==> src/rtl/bt2ik_pkg.sv <==
// Shared types, constants and tables of the Bezier two-link arm solver
`default_nettype none
package bt2ik_pkg;

   // link lengths in mm
   localparam int UPPER_LINK_MM_DEF = 440;
   localparam int LOWER_LINK_MM_DEF = 460;
   localparam int Q4_SCALE          = 16;

   // widths
   localparam int COORD_W   = 15;
   localparam int WRIST_W   = 16;
   localparam int PARAM_W   = 17;
   localparam int CSR_IDX_W = 4;
   localparam int NUM_W     = 34;
   localparam int R2_W      = 33;
   localparam int SQRT_IN_W = 64;
   localparam int ROOT_W    = 32;
   localparam int CORD_W    = 44;
   localparam int ANG_W     = 26;
   localparam int SHOULDER_W = 16;
   localparam int ELBOW_W   = 14;

   localparam logic [PARAM_W-1:0] ONE_Q16 = 17'h10000;

   // register indexes
   typedef enum logic [CSR_IDX_W-1:0] {
      CSR_START_X = 4'd0,
      CSR_START_Y = 4'd1,
      CSR_CTRL1_X = 4'd2,
      CSR_CTRL1_Y = 4'd3,
      CSR_CTRL2_X = 4'd4,
      CSR_CTRL2_Y = 4'd5,
      CSR_END_X   = 4'd6,
      CSR_END_Y   = 4'd7
   } csr_index_type;

   localparam logic signed [COORD_W-1:0] START_X_RST = 15'sd4800;
   localparam logic signed [COORD_W-1:0] START_Y_RST = 15'sd1600;

   // four control points of the curve
   typedef struct packed {
      logic signed [COORD_W-1:0] start_x;
      logic signed [COORD_W-1:0] start_y;
      logic signed [COORD_W-1:0] ctrl1_x;
      logic signed [COORD_W-1:0] ctrl1_y;
      logic signed [COORD_W-1:0] ctrl2_x;
      logic signed [COORD_W-1:0] ctrl2_y;
      logic signed [COORD_W-1:0] end_x;
      logic signed [COORD_W-1:0] end_y;
   } bez_points_type;

   // one result word
   typedef struct packed {
      logic signed [WRIST_W-1:0]    wrist_x;
      logic signed [WRIST_W-1:0]    wrist_y;
      logic signed [SHOULDER_W-1:0] shoulder;
      logic [ELBOW_W-1:0]           elbow;
      logic                         reachable;
   } result_type;

   // pipeline depths
   localparam int BEZ_LAT      = 6;
   localparam int SQRT_LAT     = ROOT_W;
   localparam int NORM_STEPS   = 6;
   localparam int NORM_LOG     = 38;
   localparam int CORDIC_STEPS = 22;
   localparam int ATAN_LAT     = 1 + NORM_STEPS + 1 + CORDIC_STEPS;

   // angles in Q.16 degrees
   localparam logic signed [ANG_W-1:0] DEG90 = 26'sd5898240;
   localparam int ROUND_Q6  = 512;
   localparam int SHIFT_Q6  = 10;
   localparam int ELBOW_MAX = 11520;

   localparam logic [21:0] ARC_TABLE [0:CORDIC_STEPS-1] = '{
      22'd2949120, 22'd1740967, 22'd919879, 22'd466945, 22'd234379, 22'd117304,
      22'd58666, 22'd29335, 22'd14668, 22'd7334, 22'd3667, 22'd1833, 22'd917,
      22'd458, 22'd229, 22'd115, 22'd57, 22'd29, 22'd14, 22'd7, 22'd4, 22'd2
   };

endpackage
`default_nettype wire

==> src/rtl/bt2ik_isqrt.sv <==
// Integer square root, one result bit per pipeline stage
`default_nettype none
module bt2ik_isqrt (
   input  logic                                clock,
   input  logic                                adv,
   input  logic [bt2ik_pkg::SQRT_IN_W-1:0]     rad_arg,
   output logic [bt2ik_pkg::ROOT_W-1:0]        root
);

   localparam int VW = bt2ik_pkg::SQRT_IN_W;
   localparam int NS = bt2ik_pkg::SQRT_LAT;

   logic [VW-1:0] v_ff [0:NS-1];
   logic [VW-1:0] r_ff [0:NS-1];

   for (genvar k = 0; k < NS; k++) begin : g_step
      localparam logic [VW-1:0] BITK = VW'(1) << (VW - 2 - 2 * k);
      logic [VW-1:0] v_prev, r_prev, v_in, r_in;
      logic [VW:0]   trial;

      if (k == 0) begin : g_first
         assign v_prev = rad_arg;
         assign r_prev = '0;
      end else begin : g_next
         assign v_prev = v_ff[k-1];
         assign r_prev = r_ff[k-1];
      end

      // try the next bit
      assign trial = {1'b0, r_prev} + {1'b0, BITK};
      always_comb begin
         if ({1'b0, v_prev} >= trial) begin
            v_in = VW'({1'b0, v_prev} - trial);
            r_in = (r_prev >> 1) + BITK;
         end else begin
            v_in = v_prev;
            r_in = r_prev >> 1;
         end
      end

      always_ff @(posedge clock) begin
         if (adv) begin
            v_ff[k] <= v_in;
            r_ff[k] <= r_in;
         end
      end
   end

   assign root = r_ff[NS-1][bt2ik_pkg::ROOT_W-1:0];

endmodule
`default_nettype wire

==> config.mk <==
export PLATFORM = sky130hd
export DESIGN_NAME = bt2ik_isqrt
export DESIGN_NICKNAME = d
export VERILOG_FILES = /design/src/rtl/bt2ik_pkg.sv /design/src/rtl/bt2ik_isqrt.sv
export SDC_FILE = /design/constraint.sdc
export NUM_CORES = 2
export LEC_CHECK = 0
export BUFFER_PORTS_ARGS = -buffer_cell sky130_fd_sc_hd__clkbuf_2
export CORE_UTILIZATION = 50
export CTS_CLUSTER_SIZE = 20
export DETAILED_ROUTE_END_ITERATION = 7
export PLACE_DENSITY = 0.67
export SLEW_MARGIN = 20
export SYNTH_ARGS = -nofsm -noshare
export SYNTH_HDL_FRONTEND = slang
export SYNTH_SLANG_ARGS = --single-unit
==> constraint.sdc <==
create_clock -name clock -period 10.85 [get_ports clock]
set_clock_uncertainty 0.2 [all_clocks]
set_input_delay 1.085 -clock clock [delete_from_list [all_inputs] [get_ports clock]]
set_output_delay 1.085 -clock clock [all_outputs]
set_load 0.02 [all_outputs]
Word level (Yosys, flattened, before mapping):

Memories as Yosys holds them, arrays and structs flattened.
Index checks and enable logic that the tools add are counted.

* bits in writable memories: 4096
* register bits: 0
* memories kept: 2
* bits of input ports: 66

* magnitude comparators: 32
* add/subtract/negate cells: 94
* muxes and demuxes: 66

Memory list
* r_ff: depth 32, bits a word 64, read ports 32, clocked after Yosys merged registers in 0, write ports 32, RTL line bt2ik_isqrt.sv:14 `logic [VW-1:0] r_ff [0:NS-1];`
* v_ff: depth 32, bits a word 64, read ports 31, clocked after Yosys merged registers in 0, write ports 32, RTL line bt2ik_isqrt.sv:13 `logic [VW-1:0] v_ff [0:NS-1];`

Operator list (number)
* two-way mux 64 bit: 63
* greater-or-equal comparator 64 x 65 -> 1 bit: 31
* subtractor 64 bit: 31
* adder 64 x 1 -> 65 bit (second input constant): 1
* adder 64 x 11 -> 65 bit (second input constant): 1
* adder 64 x 13 -> 65 bit (second input constant): 1
* adder 64 x 15 -> 65 bit (second input constant): 1
* adder 64 x 17 -> 65 bit (second input constant): 1
* adder 64 x 19 -> 65 bit (second input constant): 1
* adder 64 x 21 -> 65 bit (second input constant): 1
* adder 64 x 23 -> 65 bit (second input constant): 1
* adder 64 x 25 -> 65 bit (second input constant): 1
* adder 64 x 27 -> 65 bit (second input constant): 1
* adder 64 x 29 -> 65 bit (second input constant): 1
* adder 64 x 3 -> 65 bit (second input constant): 1
* adder 64 x 31 -> 65 bit (second input constant): 1
* adder 64 x 33 -> 65 bit (second input constant): 1
* adder 64 x 35 -> 65 bit (second input constant): 1
* adder 64 x 37 -> 65 bit (second input constant): 1
* adder 64 x 39 -> 65 bit (second input constant): 1
* adder 64 x 41 -> 65 bit (second input constant): 1
* adder 64 x 43 -> 65 bit (second input constant): 1
* adder 64 x 45 -> 65 bit (second input constant): 1
* adder 64 x 47 -> 65 bit (second input constant): 1
* 45 further kinds: 46

Depth between registers and ports, before layout:

An unclocked memory read counts as a cell.

* depth after elaboration: 4
* depth in mapped cells: 15
* mapped depth without buffers: 14

Least setup slack after synthesis:

Ideal clock, no wire load.

* kind: flip-flop to flip-flop
* start: memory v_ff[1][155] in the netlist's numbering
* end: memory v_ff[1][252] in the netlist's numbering (data pin)
* stages on the path, launching flop included: 15
* buffers on the path: 1
* setup slack: 7.073 ns
* data arrival time: 3.305 ns
* clock period less this slack: 3.777 ns
* cell sequence: edfxtp_1 ha_1 a21oi_1 nand2_1 a211o_1 a2111oi_1 o22ai_1 or2_1 nor3_4 inv_2 o2111ai_1 or2_1 buf_2 nor4_1 xor2_1

RTL lines (RTL line)
* start, declared: bt2ik_isqrt.sv:13

==> run_summary.xml <==
<?xml version="1.0" encoding="UTF-8"?>
<metrics>
  <group name="synthesis">
    <metric name="synth-main-ff-cell" unit="">sky130_fd_sc_hd__edfxtp_1</metric>
    <metric name="synthSimpleGateAreaFrac" unit="%">12.2</metric>
    <metric name="syn_nets" unit="">10200</metric>
    <metric name="ys_types" unit="">95</metric>
    <metric name="yosys_synthesis_warning_count" unit="">0</metric>
    <metric name="synth_area_per_cell" unit="sq um">12.5</metric>
    <metric name="synth_compound_area_share" unit="%">9.17</metric>
    <metric name="synthXorXnorAreaFrac" unit="%">6.44</metric>
    <metric name="synth_seq_cells" unit="">2512</metric>
    <metric name="synth_enable_flop_cells" unit="">2512</metric>
    <metric name="muxShareOfSynthArea" unit="%">0.910</metric>
    <metric name="synth_top_family_by_area" unit="">simple AND/OR/NAND/NOR gates</metric>
    <metric name="syn-cell-area" unit="sq um">120000</metric>
    <metric name="netlist_instances" unit="">9587</metric>
    <metric name="postSynth.asyncResetShare" unit="%">0</metric>
    <metric name="ys_seq_area_share" unit="%">62.7</metric>
    <metric name="synthAdderAreaFrac" unit="%">5.81</metric>
  </group>
  <group name="floorplan">
    <metric name="floorplan.die.width" unit="microns">492</metric>
    <metric name="die_h" unit="microns">492</metric>
    <metric name="std_cell_rows" unit="">179</metric>
    <metric name="pin_count" unit="">98</metric>
    <metric name="coreArea" unit="sq um">239000</metric>
    <metric name="floorplan.initialDensity" unit="%">50.4</metric>
    <metric name="floorplan.die_area" unit="sq um">242000</metric>
  </group>
  <group name="setup_path">
    <metric name="crit_path_start" unit="">r_ff[1][418]</metric>
    <metric name="worst_ep_required_time" unit="ns">11.30</metric>
    <metric name="timing_worst_setup_path_type" unit="">register to register</metric>
    <metric name="setup.worst_path.start_class" unit="">register</metric>
    <metric name="critical_path.reg2reg.startpoint" unit="">r_ff[1][418]</metric>
    <metric name="critical_path_arrival" unit="ns">5.66</metric>
    <metric name="kind_of_end_point_of_the_critical_path" unit="">register</metric>
    <metric name="path_max_fanout" unit="">44</metric>
  </group>
  <group name="final_layout">
    <metric name="final_net_count" unit="">10500</metric>
    <metric name="multi_input_comb_area" unit="sq um">41600</metric>
    <metric name="most-common-layout-cells" unit="">sky130_fd_sc_hd__edfxtp_1 (2512), sky130_fd_sc_hd__inv_1 (697), sky130_fd_sc_hd__a21oi_1 (634)</metric>
    <metric name="area.growth.synth_to_final" unit="%">10.8</metric>
    <metric name="final_common_cell" unit="">sky130_fd_sc_hd__edfxtp_1</metric>
    <metric name="regArea" unit="sq um">75400</metric>
    <metric name="layout_cell_share_with_drive_strength_beyond_1" unit="%">6.82</metric>
    <metric name="post-route-cell-area" unit="sq um">133000</metric>
    <metric name="layout.filler_cells" unit="">19300</metric>
  </group>
  <group name="sta">
    <metric name="post-route-min-period" unit="ns">5.21</metric>
    <metric name="final_hold_viol_count" unit="">0</metric>
    <metric name="fmax" unit="MHz">192</metric>
    <metric name="finalSetupViolCount" unit="">0</metric>
    <metric name="tightest_slew" unit="ns">1.15</metric>
    <metric name="grt_setup_unrepaired" unit="">false</metric>
    <metric name="crit_share_post_route" unit="%">48.0</metric>
    <metric name="worst_slack" unit="ns">5.64</metric>
    <metric name="total_negative_slack" unit="ns">0</metric>
    <metric name="final_max_slew_violation_count" unit="">0</metric>
    <metric name="slew_headroom" unit="%">23.5</metric>
  </group>
  <group name="drt">
    <metric name="detailroute.via_count" unit="">76900</metric>
    <metric name="postRouteAntennaNets" unit="">0</metric>
    <metric name="routed_wl" unit="microns">282000</metric>
    <metric name="detail_route.wl_per_cell" unit="microns">21.4</metric>
    <metric name="detail_route.first_pass.iterations" unit="">8</metric>
    <metric name="vias_cell" unit="">5.83</metric>
    <metric name="drtIter0Drc" unit="">7242</metric>
    <metric name="detail_route.drc_violations" unit="">2</metric>
  </group>
  <group name="power_and_ir_drop">
    <metric name="total_power" unit="W">0.0283</metric>
    <metric name="pwr_density_cell" unit="nW/um^2">212</metric>
    <metric name="p_clk_share" unit="%">31.6</metric>
    <metric name="power.switching_fraction" unit="%">29.3</metric>
    <metric name="total_leakage_power" unit="nW">49.8</metric>
    <metric name="cell_internal_pwr" unit="W">0.0200</metric>
    <metric name="total_switching_power" unit="W">0.00829</metric>
    <metric name="share_comb_of_total_power" unit="%">21.2</metric>
    <metric name="vdd_ir_drop_max" unit="uV">146</metric>
    <metric name="p_seq_share" unit="%">47.1</metric>
  </group>
  <group name="clocking">
    <metric name="tritoncts" unit="">done</metric>
    <metric name="clock_latency" unit="ns">0.95</metric>
    <metric name="ctsLongestPathBuffers" unit="">4</metric>
    <metric name="holdBufCountCts" unit="">0</metric>
    <metric name="cts_setup_buffers" unit="">0</metric>
    <metric name="clk_root_buffer_cell" unit="">sky130_fd_sc_hd__clkbuf_16</metric>
    <metric name="path_clk_slew" unit="ns">0.06</metric>
    <metric name="post_cts.resized_instances" unit="">0</metric>
    <metric name="number_of_clock_buffers_inserted_by_tritoncts" unit="">286</metric>
    <metric name="numClockSinks" unit="">2512</metric>
    <metric name="htree_num_levels" unit="">5</metric>
  </group>
  <group name="placement">
    <metric name="placement.cell_area" unit="sq um">125000</metric>
    <metric name="gp_routability_congestion" unit="">0.932</metric>
    <metric name="port-buffer-count" unit="">97</metric>
    <metric name="detailed_place_hpwl" unit="microns">210000</metric>
    <metric name="detailedPlace.worstSlack" unit="ns">5.70</metric>
  </group>
  <group name="global_routing">
    <metric name="antenna_found_initial" unit="">8</metric>
    <metric name="grt_pass1_wl" unit="microns">431000</metric>
    <metric name="grt_remaining_overflow" unit="">0</metric>
    <metric name="grt_max_degree" unit="">197</metric>
    <metric name="track_usage" unit="%">22.9</metric>
    <metric name="first_global_vias" unit="">74700</metric>
  </group>
  <group name="min_path">
    <metric name="min_from" unit="">rad_arg[54]</metric>
    <metric name="min_path_type" unit="">primary input to register</metric>
  </group>
  <group name="outcome">
    <metric name="failing_checks" unit="">design-rule violations</metric>
    <metric name="outcome" unit="">finished with violations</metric>
  </group>
  <group name="flow_run">
    <metric name="max_cap_viol_count" unit="">0</metric>
  </group>
</metrics>
-- stage by stage --
stage	utilization, %	hold slack (ns)	instances
2_1_floorplan	-	0.217	9587
3_3_place_gp	52.3	0.224	12700
3_5_place_dp	52.3	0.227	12700
4_1_cts	55.9	0.0398	13200
5_1_grt	55.9	0.0593	13200
6_report	55.9	0.104	13200
-- cell type report --
cell class                      instances  share of cell area (%)
Clock buffer                          350                    5.63
Antenna cell                            3                 0.00563
Tap cell                             3167                    2.97
Clock inverter                        126                   0.807
Multi-Input combinational cell       6184                    31.2
Sequential cell                      2512                    56.6
Timing Repair Buffer                  148                   0.766
Inverter                              704                    1.98
-- registers in the layout, summed over array words and instances (netlist names) --
register,count
v_ff,1984
r_ff,528
-- critical path, cell delays in order (launching register included) --
cell	delay, ns
sky130_fd_sc_hd__edfxtp_1	0.39
sky130_fd_sc_hd__inv_1	0.07
sky130_fd_sc_hd__ha_1	0.41
sky130_fd_sc_hd__inv_1	0.11
sky130_fd_sc_hd__nor4_1	0.96
sky130_fd_sc_hd__nand4_1	0.41
sky130_fd_sc_hd__nand3_1	0.35
sky130_fd_sc_hd__a21oi_4	0.12
sky130_fd_sc_hd__inv_2	0.66
sky130_fd_sc_hd__o211ai_1	0.25
sky130_fd_sc_hd__nor4_1	0.65
sky130_fd_sc_hd__nand3b_1	0.20
sky130_fd_sc_hd__xnor2_1	0.17
-- synthesized netlist by cell type (42+ instances only) --
cell,n,share of area (%)
sky130_fd_sc_hd__nand4_1,168,0.87
sky130_fd_sc_hd__o21bai_1,64,0.40
sky130_fd_sc_hd__nand2b_1,100,0.52
sky130_fd_sc_hd__o21ai_1,57,0.24
sky130_fd_sc_hd__clkbuf_1,172,0.54
sky130_fd_sc_hd__nand2_1,624,1.9
sky130_fd_sc_hd__or4_1,84,0.52
sky130_fd_sc_hd__nor4_1,356,1.9
sky130_fd_sc_hd__nor2b_1,80,0.42
sky130_fd_sc_hd__xor2_1,417,3.0
sky130_fd_sc_hd__nor3_1,258,1.1
sky130_fd_sc_hd__mux2_2,69,0.65
sky130_fd_sc_hd__o21a_1,81,0.51
sky130_fd_sc_hd__ha_1,558,5.8
sky130_fd_sc_hd__a211oi_1,42,0.26
sky130_fd_sc_hd__xnor2_1,467,3.4
sky130_fd_sc_hd__or3_1,88,0.46
sky130_fd_sc_hd__a31oi_1,45,0.23
sky130_fd_sc_hd__o21ai_0,393,1.6
sky130_fd_sc_hd__nor2_1,632,2.0
sky130_fd_sc_hd__edfxtp_1,2512,63
sky130_fd_sc_hd__a21oi_1,634,2.6
sky130_fd_sc_hd__and3_1,42,0.22
sky130_fd_sc_hd__inv_1,697,2.2
sky130_fd_sc_hd__nand3_1,168,0.70
sky130_fd_sc_hd__a21o_1,219,1.4
-- final timing paths --
kind,endpoint,slack [ns],cells after the start
worst min-delay path,v_ff[0][54],0.10,1
worst max register to register,v_ff[1][500],5.64,12
worst min register to register,r_ff[0][870],0.21,0
worst max-delay path,v_ff[1][500],5.64,12
-- layer usage --
metal  vias up  wire length (microns)  track usage [%]
met2      2435                 137000             38.5
li1      36400                      -                -
met5         -                     13                0
met3       395                  17000             3.48
met4         2                   5430             5.48
met1     37700                 122000             31.1
-- power groups by stage --
| stage | registers, W | logic, W | clock network, W |
|---|---|---|---|
| 2_1_floorplan | 0.0130 | 0.00436 | 0 |
| 3_3_place_gp | 0.0135 | 0.00580 | 0 |
| 3_5_place_dp | 0.0135 | 0.00589 | 0 |
| 4_1_cts | 0.0133 | 0.00594 | 0.00917 |
| 5_1_grt | 0.0135 | 0.00660 | 0.00953 |
| 6_report | 0.0133 | 0.00601 | 0.00895 |
-- logic make-up (layout without fill, tap and decap cells) --
logic type,after synthesis,count (layout)
compound gates,1799,1799
xor+xnor,884,884
fa+ha+maj,558,558
buf+inv,891,1328
flops,2512,2512
mux,99,99
other cells,0,3
simple gates,2844,2844
(Power assumes the default switching activity.)
